## src/hdl/pwd_pkg.sv

```systemverilog
// Shared widths and register indexes for the proximity warning driver.
// No dependencies; used by pwd_div and proximity_warning_driver.
package pwd_pkg;

    localparam int DIST_W = 10;  // distance fields and distance registers
    localparam int TIME_W = 32;  // timestamps and time registers
    localparam int DUTY_W = 8;   // PWM duties
    localparam int NUM_W  = 18;  // magnitude of (d - max) * span, at most 1023 * 255
    localparam int CFG_W  = 32;  // config write data, widest register
    localparam int IDX_W  = 3;   // config register index

    localparam logic [IDX_W-1:0] REG_DANGER   = 3'd0;
    localparam logic [IDX_W-1:0] REG_MAX      = 3'd1;
    localparam logic [IDX_W-1:0] REG_DELTA    = 3'd2;
    localparam logic [IDX_W-1:0] REG_STIME    = 3'd3;
    localparam logic [IDX_W-1:0] REG_COOLDOWN = 3'd4;
    localparam logic [IDX_W-1:0] REG_BFLOOR   = 3'd5;
    localparam logic [IDX_W-1:0] REG_VFLOOR   = 3'd6;
    localparam logic [IDX_W-1:0] REG_VCEIL    = 3'd7;

    localparam logic [DIST_W-1:0] NO_ECHO_CM = 10'd999;
    localparam logic [DUTY_W-1:0] DUTY_MAX   = 8'd255;

endpackage

```

## src/hdl/proximity_warning_driver.sv

```systemverilog
// Proximity warning driver: stability tracking, buzzer/vibration duty maps, alert pulse.
// Depends on pwd_pkg and pwd_div.
//
// One sample at a time. A sample that is beyond max_cm, or that finds the object stable,
// goes from S_ALRT straight to S_OUT with both duties zero. Otherwise both duties are
// computed with one shared 18-step serial divider, run once per duty. When danger_cm
// equals max_cm the divider is skipped and the duty takes its top value. in_stall stays
// high from acceptance until the result is loaded into the output register; the result
// there waits for out_stall to drop.
module proximity_warning_driver
(
    input  logic                          clk,
    input  logic                          rst_n,
    input  logic                          cfg_we,
    input  logic [pwd_pkg::IDX_W-1:0]     cfg_index,
    input  logic [pwd_pkg::CFG_W-1:0]     cfg_data,
    input  logic                          in_valid,
    output logic                          in_stall,
    input  logic [pwd_pkg::DIST_W-1:0]    distance_cm,
    input  logic [pwd_pkg::TIME_W-1:0]    now_ms,
    output logic                          out_valid,
    input  logic                          out_stall,
    output logic [pwd_pkg::DUTY_W-1:0]    buzzer_duty,
    output logic [pwd_pkg::DUTY_W-1:0]    vibration_duty,
    output logic                          object_stable,
    output logic                          alert_pulse
);

    localparam int DW = pwd_pkg::DIST_W;
    localparam int TW = pwd_pkg::TIME_W;
    localparam int UW = pwd_pkg::DUTY_W;

    localparam logic [2:0] S_IDLE = 3'd0;
    localparam logic [2:0] S_MOVE = 3'd1;
    localparam logic [2:0] S_HOLD = 3'd2;
    localparam logic [2:0] S_ALRT = 3'd3;
    localparam logic [2:0] S_MUL  = 3'd4;
    localparam logic [2:0] S_DIV  = 3'd5;
    localparam logic [2:0] S_FIN  = 3'd6;
    localparam logic [2:0] S_OUT  = 3'd7;

    // configuration
    logic [DW-1:0] danger_reg, max_reg, delta_reg;
    logic [TW-1:0] stime_reg, cool_reg;
    logic [UW-1:0] bfloor_reg, vfloor_reg, vceil_reg;

    // sequencer and state
    logic [2:0]    state_reg, state_next;
    logic [DW-1:0] d_reg, d_next;
    logic [TW-1:0] now_reg, now_next;
    logic [DW-1:0] ref_reg, ref_next;
    logic [TW-1:0] chg_reg, chg_next;
    logic          stable_reg, stable_next;
    logic [TW-1:0] alert_t_reg, alert_t_next;
    logic          pulse_reg, pulse_next;
    logic          sel_reg, sel_next;   // 0: buzzer, 1: vibration
    logic          neg_reg, neg_next;
    logic [UW-1:0] buzz_reg, buzz_next;
    logic [UW-1:0] vibe_reg, vibe_next;

    // output register
    logic          out_valid_reg, out_valid_next;
    logic [UW-1:0] buzz_out_reg, buzz_out_next;
    logic [UW-1:0] vibe_out_reg, vibe_out_next;
    logic          stab_out_reg, stab_out_next;
    logic          pulse_out_reg, pulse_out_next;

    // datapath
    logic [DW-1:0]          diff;
    logic [TW-1:0]          elapsed;
    logic [UW-1:0]          lo, hi;
    logic signed [DW:0]     dd;
    logic signed [DW:0]     den;
    logic signed [UW:0]     span;
    logic signed [19:0]     prod;
    logic [19:0]            prod_mag;
    logic [DW:0]            den_mag;
    logic signed [19:0]     q_s;
    logic signed [19:0]     res;
    logic [UW-1:0]          res_sat;
    logic                   div_start;
    logic                   div_done;
    logic [pwd_pkg::NUM_W-1:0] quotient;
    logic                   store;
    logic [UW-1:0]          duty_val;

    pwd_div u_div
    (
        .clk      (clk),
        .rst_n    (rst_n),
        .start    (div_start),
        .dividend (prod_mag[pwd_pkg::NUM_W-1:0]),
        .divisor  (den_mag[DW-1:0]),
        .done     (div_done),
        .quotient (quotient)
    );

    always_comb
    begin
        diff     = (d_reg > ref_reg) ? d_reg - ref_reg : ref_reg - d_reg;
        lo       = sel_reg ? vfloor_reg : bfloor_reg;
        hi       = sel_reg ? vceil_reg : pwd_pkg::DUTY_MAX;
        dd       = $signed({1'b0, d_reg}) - $signed({1'b0, max_reg});
        den      = $signed({1'b0, danger_reg}) - $signed({1'b0, max_reg});
        span     = $signed({1'b0, hi}) - $signed({1'b0, lo});
        prod     = dd * span;
        prod_mag = prod[19] ? 20'(-prod) : 20'(prod);
        den_mag  = den[DW] ? (DW+1)'(-den) : (DW+1)'(den);
        q_s      = $signed({2'b00, quotient});
        res      = $signed({12'd0, lo}) + (neg_reg ? -q_s : q_s);
        if (res < 0)
            res_sat = '0;
        else if (res > 20'sd255)
            res_sat = pwd_pkg::DUTY_MAX;
        else
            res_sat = res[UW-1:0];
    end

    always_comb
    begin
        state_next     = state_reg;
        d_next         = d_reg;
        now_next       = now_reg;
        ref_next       = ref_reg;
        chg_next       = chg_reg;
        stable_next    = stable_reg;
        alert_t_next   = alert_t_reg;
        pulse_next     = pulse_reg;
        sel_next       = sel_reg;
        neg_next       = neg_reg;
        buzz_next      = buzz_reg;
        vibe_next      = vibe_reg;
        out_valid_next = out_valid_reg;
        buzz_out_next  = buzz_out_reg;
        vibe_out_next  = vibe_out_reg;
        stab_out_next  = stab_out_reg;
        pulse_out_next = pulse_out_reg;
        elapsed        = '0;
        div_start      = 1'b0;
        store          = 1'b0;
        duty_val       = res_sat;

        if (out_valid_reg && !out_stall)
            out_valid_next = 1'b0;

        case (state_reg)
            S_IDLE:
            begin
                if (in_valid)
                begin
                    d_next     = distance_cm;
                    now_next   = now_ms;
                    state_next = S_MOVE;
                end
            end
            S_MOVE:
            begin
                if (diff > delta_reg)
                begin
                    ref_next    = d_reg;
                    chg_next    = now_reg;
                    stable_next = 1'b0;
                end
                state_next = S_HOLD;
            end
            S_HOLD:
            begin
                elapsed = now_reg - chg_reg;
                if (elapsed > stime_reg)
                    stable_next = 1'b1;
                state_next = S_ALRT;
            end
            S_ALRT:
            begin
                elapsed    = now_reg - alert_t_reg;
                pulse_next = 1'b0;
                if (d_reg <= danger_reg && !stable_reg && elapsed > cool_reg)
                begin
                    pulse_next   = 1'b1;
                    alert_t_next = now_reg;
                end
                sel_next = 1'b0;
                if (d_reg > max_reg || stable_reg)
                begin
                    buzz_next  = '0;
                    vibe_next  = '0;
                    state_next = S_OUT;
                end
                else
                    state_next = S_MUL;
            end
            S_MUL:
            begin
                if (den == 0)
                begin
                    // flat line: duty takes its top value
                    store    = 1'b1;
                    duty_val = hi;
                end
                else
                begin
                    neg_next   = prod[19] ^ den[DW];
                    div_start  = 1'b1;
                    state_next = S_DIV;
                end
            end
            S_DIV:
            begin
                if (div_done)
                    state_next = S_FIN;
            end
            S_FIN:
            begin
                store = 1'b1;
            end
            S_OUT:
            begin
                if (!out_valid_reg || !out_stall)
                begin
                    out_valid_next = 1'b1;
                    buzz_out_next  = buzz_reg;
                    vibe_out_next  = vibe_reg;
                    stab_out_next  = stable_reg;
                    pulse_out_next = pulse_reg;
                    state_next     = S_IDLE;
                end
            end
            default:
            begin
                state_next = S_IDLE;
            end
        endcase

        if (store)
        begin
            if (!sel_reg)
            begin
                buzz_next  = (d_reg <= danger_reg) ? pwd_pkg::DUTY_MAX : duty_val;
                sel_next   = 1'b1;
                state_next = S_MUL;
            end
            else
            begin
                vibe_next  = duty_val;
                state_next = S_OUT;
            end
        end
    end

    always_ff @(posedge clk or negedge rst_n)
    begin
        if (!rst_n)
        begin
            state_reg     <= S_IDLE;
            ref_reg       <= pwd_pkg::NO_ECHO_CM;
            chg_reg       <= '0;
            stable_reg    <= 1'b0;
            alert_t_reg   <= '0;
            out_valid_reg <= 1'b0;
            danger_reg    <= 10'd50;
            max_reg       <= 10'd200;
            delta_reg     <= 10'd10;
            stime_reg     <= 32'd5000;
            cool_reg      <= 32'd60000;
            bfloor_reg    <= 8'd50;
            vfloor_reg    <= 8'd20;
            vceil_reg     <= 8'd60;
        end
        else
        begin
            state_reg     <= state_next;
            ref_reg       <= ref_next;
            chg_reg       <= chg_next;
            stable_reg    <= stable_next;
            alert_t_reg   <= alert_t_next;
            out_valid_reg <= out_valid_next;
            if (cfg_we)
            begin
                case (cfg_index)
                    pwd_pkg::REG_DANGER:   danger_reg <= cfg_data[DW-1:0];
                    pwd_pkg::REG_MAX:      max_reg    <= cfg_data[DW-1:0];
                    pwd_pkg::REG_DELTA:    delta_reg  <= cfg_data[DW-1:0];
                    pwd_pkg::REG_STIME:    stime_reg  <= cfg_data[TW-1:0];
                    pwd_pkg::REG_COOLDOWN: cool_reg   <= cfg_data[TW-1:0];
                    pwd_pkg::REG_BFLOOR:   bfloor_reg <= cfg_data[UW-1:0];
                    pwd_pkg::REG_VFLOOR:   vfloor_reg <= cfg_data[UW-1:0];
                    pwd_pkg::REG_VCEIL:    vceil_reg  <= cfg_data[UW-1:0];
                    default:               ;
                endcase
            end
        end
    end

    always_ff @(posedge clk)
    begin
        d_reg         <= d_next;
        now_reg       <= now_next;
        pulse_reg     <= pulse_next;
        sel_reg       <= sel_next;
        neg_reg       <= neg_next;
        buzz_reg      <= buzz_next;
        vibe_reg      <= vibe_next;
        buzz_out_reg  <= buzz_out_next;
        vibe_out_reg  <= vibe_out_next;
        stab_out_reg  <= stab_out_next;
        pulse_out_reg <= pulse_out_next;
    end

    assign in_stall       = (state_reg != S_IDLE);
    assign out_valid      = out_valid_reg;
    assign buzzer_duty    = buzz_out_reg;
    assign vibration_duty = vibe_out_reg;
    assign object_stable  = stab_out_reg;
    assign alert_pulse    = pulse_out_reg;

endmodule

```

## src/hdl/pwd_div.sv

```systemverilog
// Unsigned restoring divider, one quotient bit per cycle.
// Depends on pwd_pkg for operand widths.
module pwd_div
(
    input  logic                          clk,
    input  logic                          rst_n,
    input  logic                          start,
    input  logic [pwd_pkg::NUM_W-1:0]     dividend,
    input  logic [pwd_pkg::DIST_W-1:0]    divisor,
    output logic                          done,
    output logic [pwd_pkg::NUM_W-1:0]     quotient
);

    localparam int CNT_W = $clog2(pwd_pkg::NUM_W);
    localparam int DW    = pwd_pkg::DIST_W;

    logic             busy_reg, busy_next;
    logic             done_reg, done_next;
    logic [CNT_W-1:0] cnt_reg, cnt_next;
    logic [pwd_pkg::NUM_W-1:0] quo_reg, quo_next;
    logic [DW-1:0]    rem_reg, rem_next;
    logic [DW-1:0]    div_reg, div_next;

    logic [DW:0]      shifted;
    logic [DW+1:0]    trial;

    always_comb
    begin
        shifted   = {rem_reg, quo_reg[pwd_pkg::NUM_W-1]};
        trial     = {1'b0, shifted} - {2'b00, div_reg};
        busy_next = busy_reg;
        done_next = 1'b0;
        cnt_next  = cnt_reg;
        quo_next  = quo_reg;
        rem_next  = rem_reg;
        div_next  = div_reg;
        if (start)
        begin
            busy_next = 1'b1;
            cnt_next  = '0;
            quo_next  = dividend;
            rem_next  = '0;
            div_next  = divisor;
        end
        else if (busy_reg)
        begin
            // remainder stays below the divisor, so it fits DW bits
            if (!trial[DW+1])
            begin
                rem_next = trial[DW-1:0];
                quo_next = {quo_reg[pwd_pkg::NUM_W-2:0], 1'b1};
            end
            else
            begin
                rem_next = shifted[DW-1:0];
                quo_next = {quo_reg[pwd_pkg::NUM_W-2:0], 1'b0};
            end
            cnt_next = cnt_reg + 1'b1;
            if (cnt_reg == CNT_W'(pwd_pkg::NUM_W - 1))
            begin
                busy_next = 1'b0;
                done_next = 1'b1;
            end
        end
    end

    always_ff @(posedge clk or negedge rst_n)
    begin
        if (!rst_n)
        begin
            busy_reg <= 1'b0;
            done_reg <= 1'b0;
            cnt_reg  <= '0;
        end
        else
        begin
            busy_reg <= busy_next;
            done_reg <= done_next;
            cnt_reg  <= cnt_next;
        end
    end

    always_ff @(posedge clk)
    begin
        quo_reg <= quo_next;
        rem_reg <= rem_next;
        div_reg <= div_next;
    end

    assign done     = done_reg;
    assign quotient = quo_reg;

endmodule

```

## config.mk

```make
export PLATFORM = sky130hd
export DESIGN_NAME = proximity_warning_driver
export DESIGN_NICKNAME = d
export VERILOG_FILES = /design/src/hdl/pwd_pkg.sv /design/src/hdl/proximity_warning_driver.sv /design/src/hdl/pwd_div.sv
export SDC_FILE = /design/constraint.sdc
export NUM_CORES = 1
export LEC_CHECK = 0
export ABC_AREA = 1
export BUFFER_PORTS_ARGS = -buffer_cell sky130_fd_sc_hd__buf_2
export CORE_ASPECT_RATIO = 0.75
export CORE_MARGIN = 2
export CORE_UTILIZATION = 64
export CTS_BUF_LIST = sky130_fd_sc_hd__clkbuf_8 sky130_fd_sc_hd__clkbuf_16
export CTS_CLUSTER_SIZE = 8
export DETAILED_ROUTE_END_ITERATION = 16
export HOLD_SLACK_MARGIN = 0.1
export PLACE_DENSITY = 0.82
export SLEW_MARGIN = 10
export SYNTH_ARGS = -nofsm -noshare
export SYNTH_HDL_FRONTEND = slang
export SYNTH_SLANG_ARGS = --single-unit
export TNS_END_PERCENT = 100
```

## constraint.sdc

```tcl
create_clock -name clk -period 9.5 [get_ports clk]
set_input_delay 1.9 -clock clk [delete_from_list [all_inputs] [get_ports clk]]
set_output_delay 1.9 -clock clk [all_outputs]
set_load 0.1 [all_outputs]
```

==> summary.md <==
| Metric | Value |
|---|---|
| Syn nets | `3544` |
| First-pass GRT wire length | `102600 µm` |
| Worst hold path type | `reg2reg` |
| Syn_area_per_cell | `8.015 µm²` |
| Via count | `21040` |
| Worst Setup Start Kind | `flop` |
| Max Clock Skew | `0.02307 ns` |
| Tcrit/Tclk final | `91.68%` |
| Post-CTS Setup Inserts | `0` |
| Worst Reg-to-Reg Cells | `35` |
| Rows | `62` |
| # resized after CTS | `0` |
| Slew HR | `20.84%` |
| Port Buf Inserts | `101` |
| Chip height | `174.9 µm` |
| FF-to-FF End | `u_div.quotient[11]$_DFFE_PP_` |
| CP dominant cell by count | `nand2_1` |
| CP Buf/Inv Count | `7` |
| Count of boundary I/O pins | `102` |
| Hold path depth | `0` |
| Hold EP | `vibration_duty[7]$_DFFE_PP_` |
| WP data required | `9.78 ns` |
| Routed len/inst | `16.73 µm` |
| Unrepaired setup endpoints after global routing | `false` |
| Placement Setup Slack | `0.9147 ns` |
| Layout area overhead | `9.366%` |
| Post-synthesis cell count | `3110` |
| CTS sink count | `321` |
| 1st-iter DRT viols | `1963` |
| Cell with the largest stage delay on the worst path | `dfxtp_1` |
| Final setup vio count | `0` |
| Post-synth EDFFs | `90` |
| Total gr overflow | `0` |
| Ys Warns | `0` |
| Critical path capture point type | `flop` |
| Largest net degree at the start of global routing | `86` |
| Arr. time, crit path | `8.99 ns` |
| Starting Density | `65.05%` |
| Max stage delay on crit path | `0.65 ns` |
| Final hold violation count | `0` |
| Fill count | `3012` |
| Worst Path Max Fanout | `16` |
| Maxcap violations | `0` |
| Clock Tree Root | `clkbuf_16` |
| Worst-margin pin slew | `1.187 ns` |
| Placer congestion estimate | `0.9445` |
| Clock Tree Buf Depth | `3` |
| Top delay family on crit path | `adder cells` |
| CTS tree | `built` |
| Unique masters post-synth | `58` |
| Sequential area share after synthesis | `33.68%` |
| Die area | `0.04056 mm²` |
| Ys flop type | `dfrtp_1` |
| CTS Buf Count | `46` |
| Reg-to-reg critical path startpoint | `sel_reg$_DFF_P_` |
| Vias per inst | `5.600` |
| Register bit total from synthesis | `321` |
| Final Worst Setup Slack | `0.7904 ns` |
| HPWL after detailed placement | `48770 µm` |
| DP Area | `0.02590 mm²` |
| Vias in the first global route | `20450` |
| Clk slew on worst S/H paths | `0.06 ns` |
| Status | `finished, final reports clean` |
| Final slew viol count | `0` |
| Post-route ant nets | `0` |
| Overall Global Routing Usage | `31.42%` |
| Setup slack, reg-to-reg | `0.79 ns` |
| H-tree Lvls | `2` |
| Die X | `231.9 µm` |
| Fin nets | `3642` |
| Total routed wirelength | `62860 µm` |
| Setup_tns | `0 ns` |
| Worst skew pair latency | `0.57 ns` |
| Async SR Flop Fraction | `63.55%` |
| Post-CTS Hold Buffers | `0` |
| Drt pass-1 iters | `6` |
| Layout cell share with drive strength beyond 1 | `8.724%` |
| Mapped Area | `0.02493 mm²` |
| Maximum clock rate | `0.1148 GHz` |
| Drc violations | `0` |
| Period minus WS final | `8.710 ns` |
| Fin area | `0.02726 mm²` |
| Worst Hold Launch | `vibe_reg[7]$_DFF_P_` |
| Initial antenna violation count | `2` |
| Core box area | `0.03832 mm²` |
| Kind of critical path | `reg2reg` |
-- cell usage in the layout, fill, tap and decap left out, types with 93 or more instances in the layout --
| cell | n |
|---|---|
| nand2_1 | 659 |
| inv_1 | 591 |
| fa_1 | 93 |
| dfrtp_1 | 167 |
| nor2_1 | 203 |
| ha_1 | 259 |
| o21ai_0 | 279 |
| buf_2 | 100 |
| a21oi_1 | 183 |
| xor2_1 | 102 |
-- cell usage after synthesis (12+ instances only) --
library cell	count	area, µm²
a21oi_1	183	915.9
a31oi_1	18	112.6
clkbuf_1	39	146.4
dfrtp_1	167	4179
dfstp_2	37	972.2
dfxtp_1	27	540.5
edfxtp_1	90	2703
fa_1	93	1862
ha_1	259	3241
inv_1	558	2095
nand2_1	660	2477
nand2_2	30	187.7
nand3_1	91	455.4
nand4_1	24	150.1
nor2_1	204	765.7
nor3_1	21	105.1
o211ai_1	12	90.09
o21ai_0	279	1396
o21ai_1	14	70.07
xnor2_1	46	402.9
xor2_1	102	893.4
-- worst max-delay path by stage --
stage | start | endpoint | slack [ns] | cells past startpoint
after floorplan | sel_reg$_DFF_P_ | u_div.quotient[15]$_DFFE_PP_ | 2.09 | 38
after global placement | sel_reg$_DFF_P_ | u_div.quotient[6]$_DFFE_PP_ | 1.12 | 36
after detailed placement | sel_reg$_DFF_P_ | u_div.quotient[11]$_DFFE_PP_ | 0.91 | 35
after CTS | sel_reg$_DFF_P_ | u_div.quotient[11]$_DFFE_PP_ | 0.88 | 35
after global routing | sel_reg$_DFF_P_ | u_div.quotient[11]$_DFFE_PP_ | 0.16 | 35
final | sel_reg$_DFF_P_ | u_div.quotient[11]$_DFFE_PP_ | 0.79 | 35
-- layout make-up --
type	count	area, µm²	area share [%]
tap	512	640.6	2.350
clock buffer	47	1165	4.273
sequential	321	8394	30.79
timing repair buffer	106	551.8	2.024
inverter	573	2151	7.890
antenna	1	2.502	0.009179
multi-input combinational	2160	14160	51.96
clock inverter	37	191.4	0.7022
-- through the flow --
step	util, %	instances	hold WS [ns]
6_report	71.14	3757	0.4245
3_3_place_gp	67.59	3672	0.4199
5_1_grt	71.14	3757	0.4360
3_5_place_dp	67.59	3672	0.4224
2_1_floorplan	-	3110	0.4003
4_1_cts	71.13	3756	0.4289
-- metal layers --
metal  wire, µm  GRT usage (%)  up-vias
met5          0              0        -
met4       1179          6.998        0
met3       5202          6.658      102
met2      27280          47.61      763
met1      29190          46.42     9990
li1           -              -    10190
-- logic make-up (layout without fill, tap and decap cells) --
family / after synthesis / count (layout) / share of synthesized area (%)
simple gates: 1084 / 1084 / 18.33
buf+inv: 629 / 763 / 9.648
compound gates: 573 / 573 / 12.47
fa+ha+maj: 352 / 352 / 20.47
flops: 321 / 321 / 33.68
xor+xnor: 149 / 149 / 5.311
mux: 2 / 2 / 0.09035
other cells: 0 / 1 / 0
Power is not shown: default switching activity piles up to over one toggle a cycle in this logic, so the estimate is an artifact.
